$ cat src/rtl/ipv_pkg.sv
package ipv_pkg;

    localparam int CharWidth = 8;

    localparam logic [CharWidth-1:0] CharZero  = 8'h30;
    localparam logic [CharWidth-1:0] CharNine  = 8'h39;
    localparam logic [CharWidth-1:0] CharLowA  = 8'h61;
    localparam logic [CharWidth-1:0] CharLowF  = 8'h66;
    localparam logic [CharWidth-1:0] CharUpA   = 8'h41;
    localparam logic [CharWidth-1:0] CharUpF   = 8'h46;
    localparam logic [CharWidth-1:0] CharDot   = 8'h2E;
    localparam logic [CharWidth-1:0] CharColon = 8'h3A;

    localparam logic [5:0] MinLen        = 6'd7;
    localparam logic [5:0] MaxLen        = 6'd39;
    localparam logic [9:0] V4MaxValue    = 10'd255;
    localparam logic [9:0] GroupValueMax = 10'd999;
    localparam logic [3:0] V4Groups      = 4'd4;
    localparam logic [3:0] V6Groups      = 4'd8;
    localparam logic [2:0] V4MaxDigits   = 3'd3;
    localparam logic [2:0] V6MaxDigits   = 3'd4;

    typedef enum logic [1:0] {
        VERDICT_NEITHER = 2'd0,
        VERDICT_IPV4    = 2'd1,
        VERDICT_IPV6    = 2'd2
    } verdict_t;

    typedef struct packed {
        logic [5:0] char_count;
        logic       dot_seen;
        logic       colon_seen;
        logic [3:0] group_count;
        logic [2:0] group_length;
        logic [9:0] group_value;
        logic       group_has_non_decimal;
        logic       leading_zero;
        logic       error_flag;
    } ipv_state_t;

    // Checks the open group against the separator kind, counts it and clears it.
    function automatic ipv_state_t close_group(input ipv_state_t s, input logic v4);
        ipv_state_t r;
        r = s;
        if (s.group_length == 3'd0)
        begin
            r.error_flag = 1'b1;
        end
        else if (v4)
        begin
            if (s.group_has_non_decimal || (s.group_length > V4MaxDigits) ||
                (s.group_value > V4MaxValue) ||
                (s.leading_zero && (s.group_length > 3'd1)))
            begin
                r.error_flag = 1'b1;
            end
        end
        else if (s.group_length > V6MaxDigits)
        begin
            r.error_flag = 1'b1;
        end
        if (s.group_count != '1)
        begin
            r.group_count = s.group_count + 4'd1;
        end
        r.group_length          = '0;
        r.group_value           = '0;
        r.group_has_non_decimal = 1'b0;
        r.leading_zero          = 1'b0;
        return r;
    endfunction

endpackage

$ cat src/rtl/ipv_char_if.sv
interface ipv_char_if;
    logic       valid;
    logic       ready;
    logic [7:0] char_code;
    logic       is_last;

    modport source (output valid, output char_code, output is_last, input ready);
    modport sink (input valid, input char_code, input is_last, output ready);
endinterface

$ cat src/rtl/ipv_verdict_if.sv
interface ipv_verdict_if;
    logic       valid;
    logic       ready;
    logic [1:0] verdict;

    modport source (output valid, output verdict, input ready);
    modport sink (input valid, input verdict, output ready);
endinterface

$ cat src/rtl/ipv_step.sv
module ipv_step
    import ipv_pkg::*;
(
    input  ipv_state_t     st,
    input  logic [7:0]     char_code,
    input  logic           is_last,
    output ipv_state_t     st_next,
    output verdict_t       verdict
);

    ipv_state_t  s;
    ipv_state_t  c;
    logic [13:0] value_ext;
    logic        v4;
    logic        v6;

    assign value_ext = ({4'd0, st.group_value} << 3) + ({4'd0, st.group_value} << 1)
                     + {10'd0, char_code[3:0]};

    always_comb
    begin
        s       = st;
        c       = st;
        v4      = 1'b0;
        v6      = 1'b0;
        verdict = VERDICT_NEITHER;

        if (st.char_count != '1)
        begin
            s.char_count = st.char_count + 6'd1;
        end

        case (char_code) inside
            CharDot:
            begin
                s.dot_seen = 1'b1;
                s = close_group(s, 1'b1);
            end
            CharColon:
            begin
                s.colon_seen = 1'b1;
                s = close_group(s, 1'b0);
            end
            [CharZero:CharNine]:
            begin
                if ((st.group_length == 3'd0) && (char_code == CharZero))
                begin
                    s.leading_zero = 1'b1;
                end
                if (st.group_length != '1)
                begin
                    s.group_length = st.group_length + 3'd1;
                end
                if (value_ext > {4'd0, GroupValueMax})
                begin
                    s.group_value = GroupValueMax;
                end
                else
                begin
                    s.group_value = value_ext[9:0];
                end
            end
            [CharLowA:CharLowF], [CharUpA:CharUpF]:
            begin
                if (st.group_length != '1)
                begin
                    s.group_length = st.group_length + 3'd1;
                end
                s.group_has_non_decimal = 1'b1;
            end
            default:
            begin
                s.error_flag = 1'b1;
            end
        endcase

        if (is_last)
        begin
            v4 = s.dot_seen && !s.colon_seen;
            v6 = s.colon_seen && !s.dot_seen;
            if (v4 || v6)
            begin
                c = close_group(s, v4);
                if (!c.error_flag && (c.char_count >= MinLen) && (c.char_count <= MaxLen))
                begin
                    if (v4 && (c.group_count == V4Groups))
                    begin
                        verdict = VERDICT_IPV4;
                    end
                    else if (v6 && (c.group_count == V6Groups))
                    begin
                        verdict = VERDICT_IPV6;
                    end
                end
            end
            st_next = '0;
        end
        else
        begin
            st_next = s;
        end
    end

endmodule

$ cat src/rtl/ip_address_text_validator.sv
// Channel    Role    Payload               Item accepted
// chars      sink    char_code, is_last    valid && ready at a rising clk edge
// verdicts   source  verdict               valid && ready at a rising clk edge
//
// One character item is accepted per cycle unless a string end waits on a stalled output.
// The verdict becomes valid at the edge that moves the closing character out of the input
// register, through the per-character update and into the output register.
// rst_n clears the string state and both valid flags, so a new string starts cleanly.
// Only an item that ends a string waits on a stalled output; other characters keep flowing.
module ip_address_text_validator
    import ipv_pkg::*;
(
    input logic          clk,
    input logic          rst_n,
    ipv_char_if.sink     chars,
    ipv_verdict_if.source verdicts
);

    logic       s1_valid_reg;
    logic [7:0] s1_char_reg;
    logic       s1_last_reg;
    ipv_state_t state_reg;
    ipv_state_t state_next;
    verdict_t   verdict_next;
    logic       out_valid_reg;
    verdict_t   out_verdict_reg;
    logic       out_free;
    logic       s1_go;

    assign out_free    = !out_valid_reg || verdicts.ready;
    assign s1_go       = s1_valid_reg && (!s1_last_reg || out_free);
    assign chars.ready = !s1_valid_reg || s1_go;

    assign verdicts.valid   = out_valid_reg;
    assign verdicts.verdict = out_verdict_reg;

    ipv_step u_step (
        .st        (state_reg),
        .char_code (s1_char_reg),
        .is_last   (s1_last_reg),
        .st_next   (state_next),
        .verdict   (verdict_next)
    );

    always_ff @(posedge clk or negedge rst_n)
    begin
        if (!rst_n)
        begin
            s1_valid_reg <= 1'b0;
        end
        else if (chars.ready)
        begin
            s1_valid_reg <= chars.valid;
        end
    end

    always_ff @(posedge clk)
    begin
        if (chars.valid && chars.ready)
        begin
            s1_char_reg <= chars.char_code;
            s1_last_reg <= chars.is_last;
        end
    end

    always_ff @(posedge clk or negedge rst_n)
    begin
        if (!rst_n)
        begin
            state_reg <= '0;
        end
        else if (s1_go)
        begin
            state_reg <= state_next;
        end
    end

    always_ff @(posedge clk or negedge rst_n)
    begin
        if (!rst_n)
        begin
            out_valid_reg <= 1'b0;
        end
        else if (s1_go && s1_last_reg)
        begin
            out_valid_reg <= 1'b1;
        end
        else if (verdicts.ready)
        begin
            out_valid_reg <= 1'b0;
        end
    end

    always_ff @(posedge clk)
    begin
        if (s1_go && s1_last_reg)
        begin
            out_verdict_reg <= verdict_next;
        end
    end

    // The string state is cleared once its verdict has been produced.
    assert property (@(posedge clk) disable iff (!rst_n)
        (s1_go && s1_last_reg) |=> (state_reg == '0))
        else $error("string state not cleared after a verdict");

    // Input back-pressure comes only from a string end waiting on a stalled output.
    assert property (@(posedge clk) disable iff (!rst_n)
        !chars.ready |-> (s1_valid_reg && s1_last_reg && out_valid_reg && !verdicts.ready))
        else $error("input stalled without a waiting verdict");

    // No group or separator can be recorded before any character of the string.
    assert property (@(posedge clk) disable iff (!rst_n)
        (state_reg.char_count == 6'd0) |->
            ((state_reg.group_count == 4'd0) && !state_reg.dot_seen && !state_reg.colon_seen))
        else $error("group state present with an empty string");

endmodule
$ cat src/flat_wrapper.sv
// flat-port wrapper written by rule: the top's interface ports become plain ports
module ip_address_text_validator_flat import ipv_pkg::*;
  (clk, rst_n, chars_valid, chars_char_code, chars_is_last, chars_ready, verdicts_valid, verdicts_verdict, verdicts_ready);
  ipv_char_if chars_i ();
  ipv_verdict_if verdicts_i ();
  input logic clk;
  input logic rst_n;
  input wire logic [$bits(chars_i.valid)-1:0] chars_valid;
  input wire logic [$bits(chars_i.char_code)-1:0] chars_char_code;
  input wire logic [$bits(chars_i.is_last)-1:0] chars_is_last;
  output wire logic [$bits(chars_i.ready)-1:0] chars_ready;
  output wire logic [$bits(verdicts_i.valid)-1:0] verdicts_valid;
  output wire logic [$bits(verdicts_i.verdict)-1:0] verdicts_verdict;
  input wire logic [$bits(verdicts_i.ready)-1:0] verdicts_ready;
  assign chars_i.valid = chars_valid;
  assign chars_i.char_code = chars_char_code;
  assign chars_i.is_last = chars_is_last;
  assign chars_ready = chars_i.ready;
  assign verdicts_valid = verdicts_i.valid;
  assign verdicts_verdict = verdicts_i.verdict;
  assign verdicts_i.ready = verdicts_ready;
  ip_address_text_validator u_core (.clk(clk), .rst_n(rst_n), .chars(chars_i), .verdicts(verdicts_i));
endmodule
$ cat config.mk
export PLATFORM = sky130hd
export DESIGN_NAME = ip_address_text_validator_flat
export DESIGN_NICKNAME = d
export VERILOG_FILES = /design/src/rtl/ipv_pkg.sv /design/src/rtl/ipv_char_if.sv /design/src/rtl/ipv_verdict_if.sv /design/src/rtl/ipv_step.sv /design/src/rtl/ip_address_text_validator.sv /design/src/flat_wrapper.sv
export SDC_FILE = /design/constraint.sdc
export NUM_CORES = 1
export LEC_CHECK = 0
export BUFFER_PORTS_ARGS = -buffer_cell sky130_fd_sc_hd__clkbuf_2
export CAP_MARGIN = 10
export CORE_MARGIN = 5
export CORE_UTILIZATION = 25
export CTS_BUF_LIST = sky130_fd_sc_hd__clkbuf_8
export CTS_CLUSTER_DIAMETER = 40
export DETAILED_ROUTE_END_ITERATION = 10
export PLACE_DENSITY_LB_ADDON = 0.1
export SLEW_MARGIN = 5
export SYNTH_ARGS = -nofsm -noshare
export SYNTH_HDL_FRONTEND = slang
export SYNTH_HIERARCHICAL = 1
export SYNTH_SLANG_ARGS = --single-unit
$ cat constraint.sdc
create_clock -name clk -period 3.3 [get_ports clk]
set_input_delay 0.33 -clock clk [delete_from_list [all_inputs] [get_ports clk]]
set_output_delay 0.33 -clock clk [all_outputs]
set_load 0.1 [all_outputs]
# Yosys cells after proc, flatten, opt, wreduce, memory -nomap -nowiden

Cells that the tools add are included.

Register bits: 41
Bits in latches: 0
RAM bits: 0
Bits in read-only memories: 0
Input bits: 13
Output and inout port bits: 4
Logic and storage cells: 130
Memories kept: 0

Add/subtract/negate cells: 6
Multipliers: 0
Div/mod/pow operators: 0
Order comparisons: 17
Eq/ne operators: 9
Shift-type cells: 0
Mux-type cells: 43
Bitwise logic cells: 3
Reductions and logical operators: 37

Operators by type and width:

| cell                                                              | number |
|---|---|
| two-way mux 10 bit                                                | 4 |
| two-way mux 28 bit                                                | 1 |
| two-way mux 1 bit                                                 | 25 |
| == test 8 x 6 -> 1 bit, second input constant                     | 3 |
| greater-than comparator 10 x 8 -> 1 bit, second input constant    | 2 |
| greater-or-equal comparator 8 x 7 -> 1 bit, second input constant | 2 |
| <= comparator 8 x 7 -> 1 bit, second input constant               | 2 |
| two-way mux 4 bit                                                 | 4 |
| logical AND 1 bit                                                 | 15 |
| two-way mux 3 bit                                                 | 5 |
| adder 13 x 11 -> 14 bit                                           | 1 |
| adder 14 x 4 -> 14 bit                                            | 1 |
| greater-than comparator 14 x 10 -> 1 bit, second input constant   | 1 |
| two-way mux 6 bit                                                 | 2 |
| logical OR 1 bit                                                  | 10 |
| adder 4 x 1 -> 4 bit, second input constant                       | 2 |
| greater-or-equal comparator 8 x 6 -> 1 bit, second input constant | 1 |
| <= comparator 8 x 6 -> 1 bit, second input constant               | 1 |
| inequality test 4 bit, second input constant                      | 2 |
| adder 6 x 1 -> 6 bit, second input constant                       | 1 |
| greater-or-equal comparator 6 x 3 -> 1 bit, second input constant | 1 |
| greater-than comparator 3 x 1 -> 1 bit, second input constant     | 2 |
| greater-than comparator 3 x 2 -> 1 bit, second input constant     | 2 |
| greater-than comparator 3 bit, second input constant              | 2 |
| 15 further kinds                                                  | 23 |

# Logic depth before layout (Yosys ltp)

Depth in word-level cells: 21
Depth in mapped cells: 13
Mapped depth without buffers: 13

# By module

Netlist, hierarchy kept.

Modules (own cells, without submodules):

| module                    | times used | cells an instance | area each (um^2) | seq. area each (um^2) |
|---|---|---|---|---|
| ip_address_text_validator | 1          | 180               | 2088.3           | 1081.0 |
| ipv_step                  | 1          | 277               | 1943.1           | 0.0 |

# Worst setup path after synthesis

No wires, ideal clock.

Path kind: register to register
Start point: register u_core/state_reg[3] (netlist bit)
End point: register u_core/state_reg[3] (netlist bit)
Setup time: 0.080 ns
Arrival: 3.251 ns
Required time: 3.220 ns
Slack: -0.031 ns
Cell stages (with the launch flop): 14
Buffers on the path: 0
Period minus slack after synthesis: 3.331 ns
Cell sequence: dfrtp_1 inv_1 fa_1 inv_1 ha_1 a211oi_1 o21ai_0 a21oi_1 xor2_1 or4b_2 nand4_1 o221a_2 nand2_1 o211ai_2

RTL lines:

| element                | line                            | source |
|---|---|---|
| from (decl)            | ip_address_text_validator.sv:22 | `ipv_state_t state_reg;` |
| from (signal assigned) | ip_address_text_validator.sv:74 | `state_reg <= state_next;` |

# Final worst setup path

Start point: register u_core/state_reg[4] (netlist bit)
End point: register u_core.out_verdict_reg[0], in the netlist u_core/verdicts.verdict[0], data pin

Cells in the longest elaborated chain, start to end: 19
Elaborated cells on any way between the ends: 26
Classes of those cells: add/sub (2); order compare (3); mux (13); reduce/logical (8)

Ends and longest elaborated chain:

| element                                  | line                            | source |
|---|---|---|
| adder 13 x 11 -> 14 bit                  | ipv_step.sv:17                  | `assign value_ext = ({4'd0, st.group_value} << 3) + ({4'd0, st.group_value} << 1)` |
| adder 14 x 4 -> 14 bit                   | ipv_step.sv:18                  | `+ {10'd0, char_code[3:0]};` |
| greater-than comparator 14 x 10 -> 1 bit | ipv_step.sv:54                  | `if (value_ext > {4'd0, GroupValueMax})` |
| two-way mux 10 bit                       | ipv_step.sv:54                  |  |
| two-way mux 10 bit (3 in series)         | ipv_step.sv:33                  | `case (char_code) inside` |
| greater-than comparator 10 x 8 -> 1 bit  | ipv_pkg.sv:52                   | `(s.group_value > V4MaxValue) \|\|` |
| logical OR 1 bit                         | ipv_pkg.sv:51                   | `if (s.group_has_non_decimal \|\| (s.group_length > V4MaxDigits) \|\|` |
| logical OR 1 bit                         | ipv_pkg.sv:52                   |  |
| two-way mux 1 bit                        | ipv_pkg.sv:51                   |  |
| two-way mux 1 bit (*)                    | ipv_pkg.sv:49                   | `else if (v4)` |
| two-way mux 1 bit (*)                    | ipv_pkg.sv:45                   | `if (s.group_length == 3'd0)` |
| two-way mux 1 bit (*)                    | ipv_step.sv:81                  | `if (v4 \|\| v6)` |
| two-way mux 1 bit (*)                    | ipv_step.sv:77                  | `if (is_last)` |
| logical NOT 1 bit (*)                    | ipv_step.sv:84                  | `if (!c.error_flag && (c.char_count >= MinLen) && (c.char_count <= MaxLen))` |
| logical AND 1 bit (*) (2 in series)      | ipv_step.sv:84                  |  |
| AND reduction 3 bit (no source line) (*) | --                              |  |
| to (signal assigned)                     | ip_address_text_validator.sv:98 | `out_verdict_reg <= verdict_next;` |
| to (decl)                                | ip_address_text_validator.sv:26 | `verdict_t out_verdict_reg;` |

Every way passes the cells marked *; elsewhere a longest branch is shown, timed or not. The select of a mux whose other input is x is not followed.
A chain may end at the register's enable or synchronous reset.

==> out/qor.yml <==
pwr:
  peakVddDrop_mv: 0.160
  power_leakage_uw: 0.00200
  pwr-share-clk: 0.262
  powerDensity_nw_per_um2: 285
  fin_total_pwr_uw: 1400
  p_sw_frac: 0.366
  combPwrFrac: 0.308
  pwr-share-seq: 0.430
  p_switching_uw: 510
  p_int_uw: 886
synth:
  synth_edf_count: 11
  syn_inst: 457
  yosys_register_bits: 41
  synth.distinct_cells: 68
  seq_area_frac_synth: 0.268
  synth_ff_type: "dfrtp_1"
  postSynthAreaPerCell_sq_um: 8.82
  async_flop_share: 0.732
  ys_warn_count: 6
  synth_area_sq_um: 4030
  syn_nets: 499
cells_and_area:
  synthToLayoutAreaGrowth_pct: 21.4
  antenna_cells: 0
  largest_register_ffs: 28
  nNetsFinal: 549
  nFillCells: 1698
  fin_util: 0.309
  drive_above_1_share: 0.283
global_routing:
  grt_pass1_wl_mm: 19.6
  grt_pass1_vias: 3588
  grt_max_degree: 32
  grt_overflow_total: 0
  antenna_found_initial: 0
  grtUsageTotal: 0.133
sta:
  fmax_mhz: 312
  finalSetupViolCount: 0
  min_period_ps: 3200
  setup-tns-final_ps: 0
  tightest_slew_ps: 894
  post-route-period-util: 0.971
  drv_slew: 0
  finalHoldViolations: 0
  fin_skew_ps: 11.9
  fin_ws_ps: 96.8
  slew_headroom: 0.404
  hold-worst-slack_ps: 118
floorplan:
  die_w_microns: 137
  initial_core_util: 0.255
  core_sq_um: 15800
  rows: 46
  io_pins: 17
  die_h_microns: 137
  die_area_sq_um: 18800
route:
  drc: 0
  dr.pass1.iters: 4
  routed_via_density: 5.06
  drt_iter0_drc: 285
  wl_per_cell_microns: 16.9
  wirelength_mm: 12.2
  antenna_left: 0
  dr_total_vias: 3661
place:
  place_congestion: 0.804
  port_buffers: 16
  dp_slack_ps: -194
  dp_hpwl_mm: 8.65
run_status:
  status: "completed"
cts:
  cts_sinks: 41
  cts_tree: "yes"
  clk_pin_slew_worst_paths_ps: 100
  ctsRootBufferMaster: "clkbuf_8"
  numCtsBuffers: 5
  clock_path_buffers: 2
  ctsHoldBuffers: 0
  clk_latency_ps: 320
  cts.htree.levels: 2
setup_path:
  setup.worst_path.end_class: "flop"
  critPathTopFamily: "compound AO/OA/AOI/OAI gates"
  cpPeakStageDelay_ps: 420
  path_cells: "buf_4 > ha_1 > ha_1 > buf_4 > o211ai_1 > o211a_1 > o21bai_1 > a211o_1 > a21boi_2 > buf_4 > a211oi_4 > buf_6 > a2111oi_4"
  arrival_ps: 3260
  critPathRequiredTime_ps: 3360
  critPathSlowestCell: "dfrtp_1"
  crit_type: "reg2reg"
  worstSetupStartpointType: "flop"
  crit_path_max_fanout: 3
  crit_path_frequent_cell: "buf_4"
  path_buf_inv: 4
run:
  maxCapViolCount: 0
worst_hold_path:
  hp-class: "in2async"
worst register-to-register path, stage by stage, from the launching register on:
cell and delay [ps]:
dfrtp_1 420, buf_4 140, ha_1 280, ha_1 310
buf_4 160, o211ai_1 250, o211a_1 230, o21bai_1 90
a211o_1 280, a21boi_2 180, buf_4 160, a211oi_4 250
buf_6 160, a2111oi_4 40
per-layer routing:
layer | share of wire | track usage | vias up
met4 | 0.022 | 0.0394 | 0
met5 | 0 | 0 | -
met2 | 0.48 | 0.214 | 51
li1 | - | - | 1797
met1 | 0.47 | 0.181 | 1797
met3 | 0.026 | 0.0232 | 16
through the flow:
step                      instance area, sq um  std cells
final                                     4890        724
after global routing                      4890        724
after CTS                                 4770        722
after detailed placement                  4560        709
after global placement                    4560        709
after floorplan                           4030        457
cell type report:
class                      count  area, sq um  share of cell area
clock buffer                   5         68.8              0.0141
multi-input combinational    369         2870               0.587
sequential                    41         1080               0.221
tap                          216          270              0.0552
timing repair buffer          71          508               0.104
clock inverter                 3         22.5             0.00460
inverter                      19         71.3              0.0146
cell families after synthesis:
group	share of synthesized area
and+or+nand+nor	0.301
xor gates and xnor gates	0.0282
DFF	0.268
AOI/OAI and AO/OA	0.224
muxes	0.0233
buffers and inverters	0.0618
adders and majority gates	0.0937
final timing paths:
| check | from | slack [ps] | end | cells past startpoint |
|---|---|---|---|---|
| max | u_core/state_reg[4]$_DFFE_PN0P_ | 100 | u_core/verdicts.verdict[0]$_DFFE_PP_ | 13 |
| max reg2reg | u_core/state_reg[4]$_DFFE_PN0P_ | 100 | u_core/verdicts.verdict[0]$_DFFE_PP_ | 13 |
| max in group asynchronous | rst_n | 2620 | u_core/state_reg[0]$_DFFE_PN0P_ | 1 |
| min | rst_n | 120 | u_core/state_reg[11]$_DFFE_PN0P_ | 1 |
| min reg2reg | u_core/state_reg[20]$_DFFE_PN0P_ | 550 | u_core/state_reg[20]$_DFFE_PN0P_ | 2 |
| min in group clk | chars_is_last | 180 | u_core/s1_last_reg$_DFFE_PP_ | 1 |
synth_stat cells, types with 10 or more instances:
| master | instances | area share |
|---|---|---|
| nand3_1 | 11 | 0.014 |
| edfxtp_1 | 11 | 0.082 |
| nand2b_1 | 32 | 0.050 |
| o211ai_1 | 10 | 0.019 |
| inv_1 | 19 | 0.018 |
| a21oi_1 | 19 | 0.024 |
| nor2_1 | 32 | 0.030 |
| dfrtp_1 | 30 | 0.19 |
| o211ai_2 | 20 | 0.062 |
| nand2_1 | 49 | 0.046 |
| o21ai_0 | 14 | 0.017 |
| ha_1 | 27 | 0.084 |
| clkbuf_1 | 13 | 0.012 |
| nand4b_1 | 29 | 0.063 |
timing repair:
action                                  CTS  global route
buffers inserted                          5             2
endpoints found under the setup margin   10            11
pin swaps                                11            18
gates resized for setup                  14            26
cell usage in the layout (no fill, tap or decap), drive strengths merged, types with 6 or more instances in the layout:
cell type  instances
nand3             13
mux2i              6
buf               55
a211oi             8
clkbuf            21
nor2b              7
o21ai             14
a21oi             19
nand2             49
nor3               8
xnor2              9
inv               19
o211ai            30
nand2b            32
nand4              6
dfrtp             30
edfxtp            11
ha                27
nor2              32
nand4b            29
power groups by stage:
stage          sequential (uW)  clock (uW)  combinational [uW]
2_1_floorplan              617           0                 244
3_3_place_gp               611           0                 396
3_5_place_dp               611           0                 395
4_1_cts                    601         390                 419
5_1_grt                    607         410                 473
6_report                   600         366                 430
Note: power is estimated with default switching activity, not from simulation.
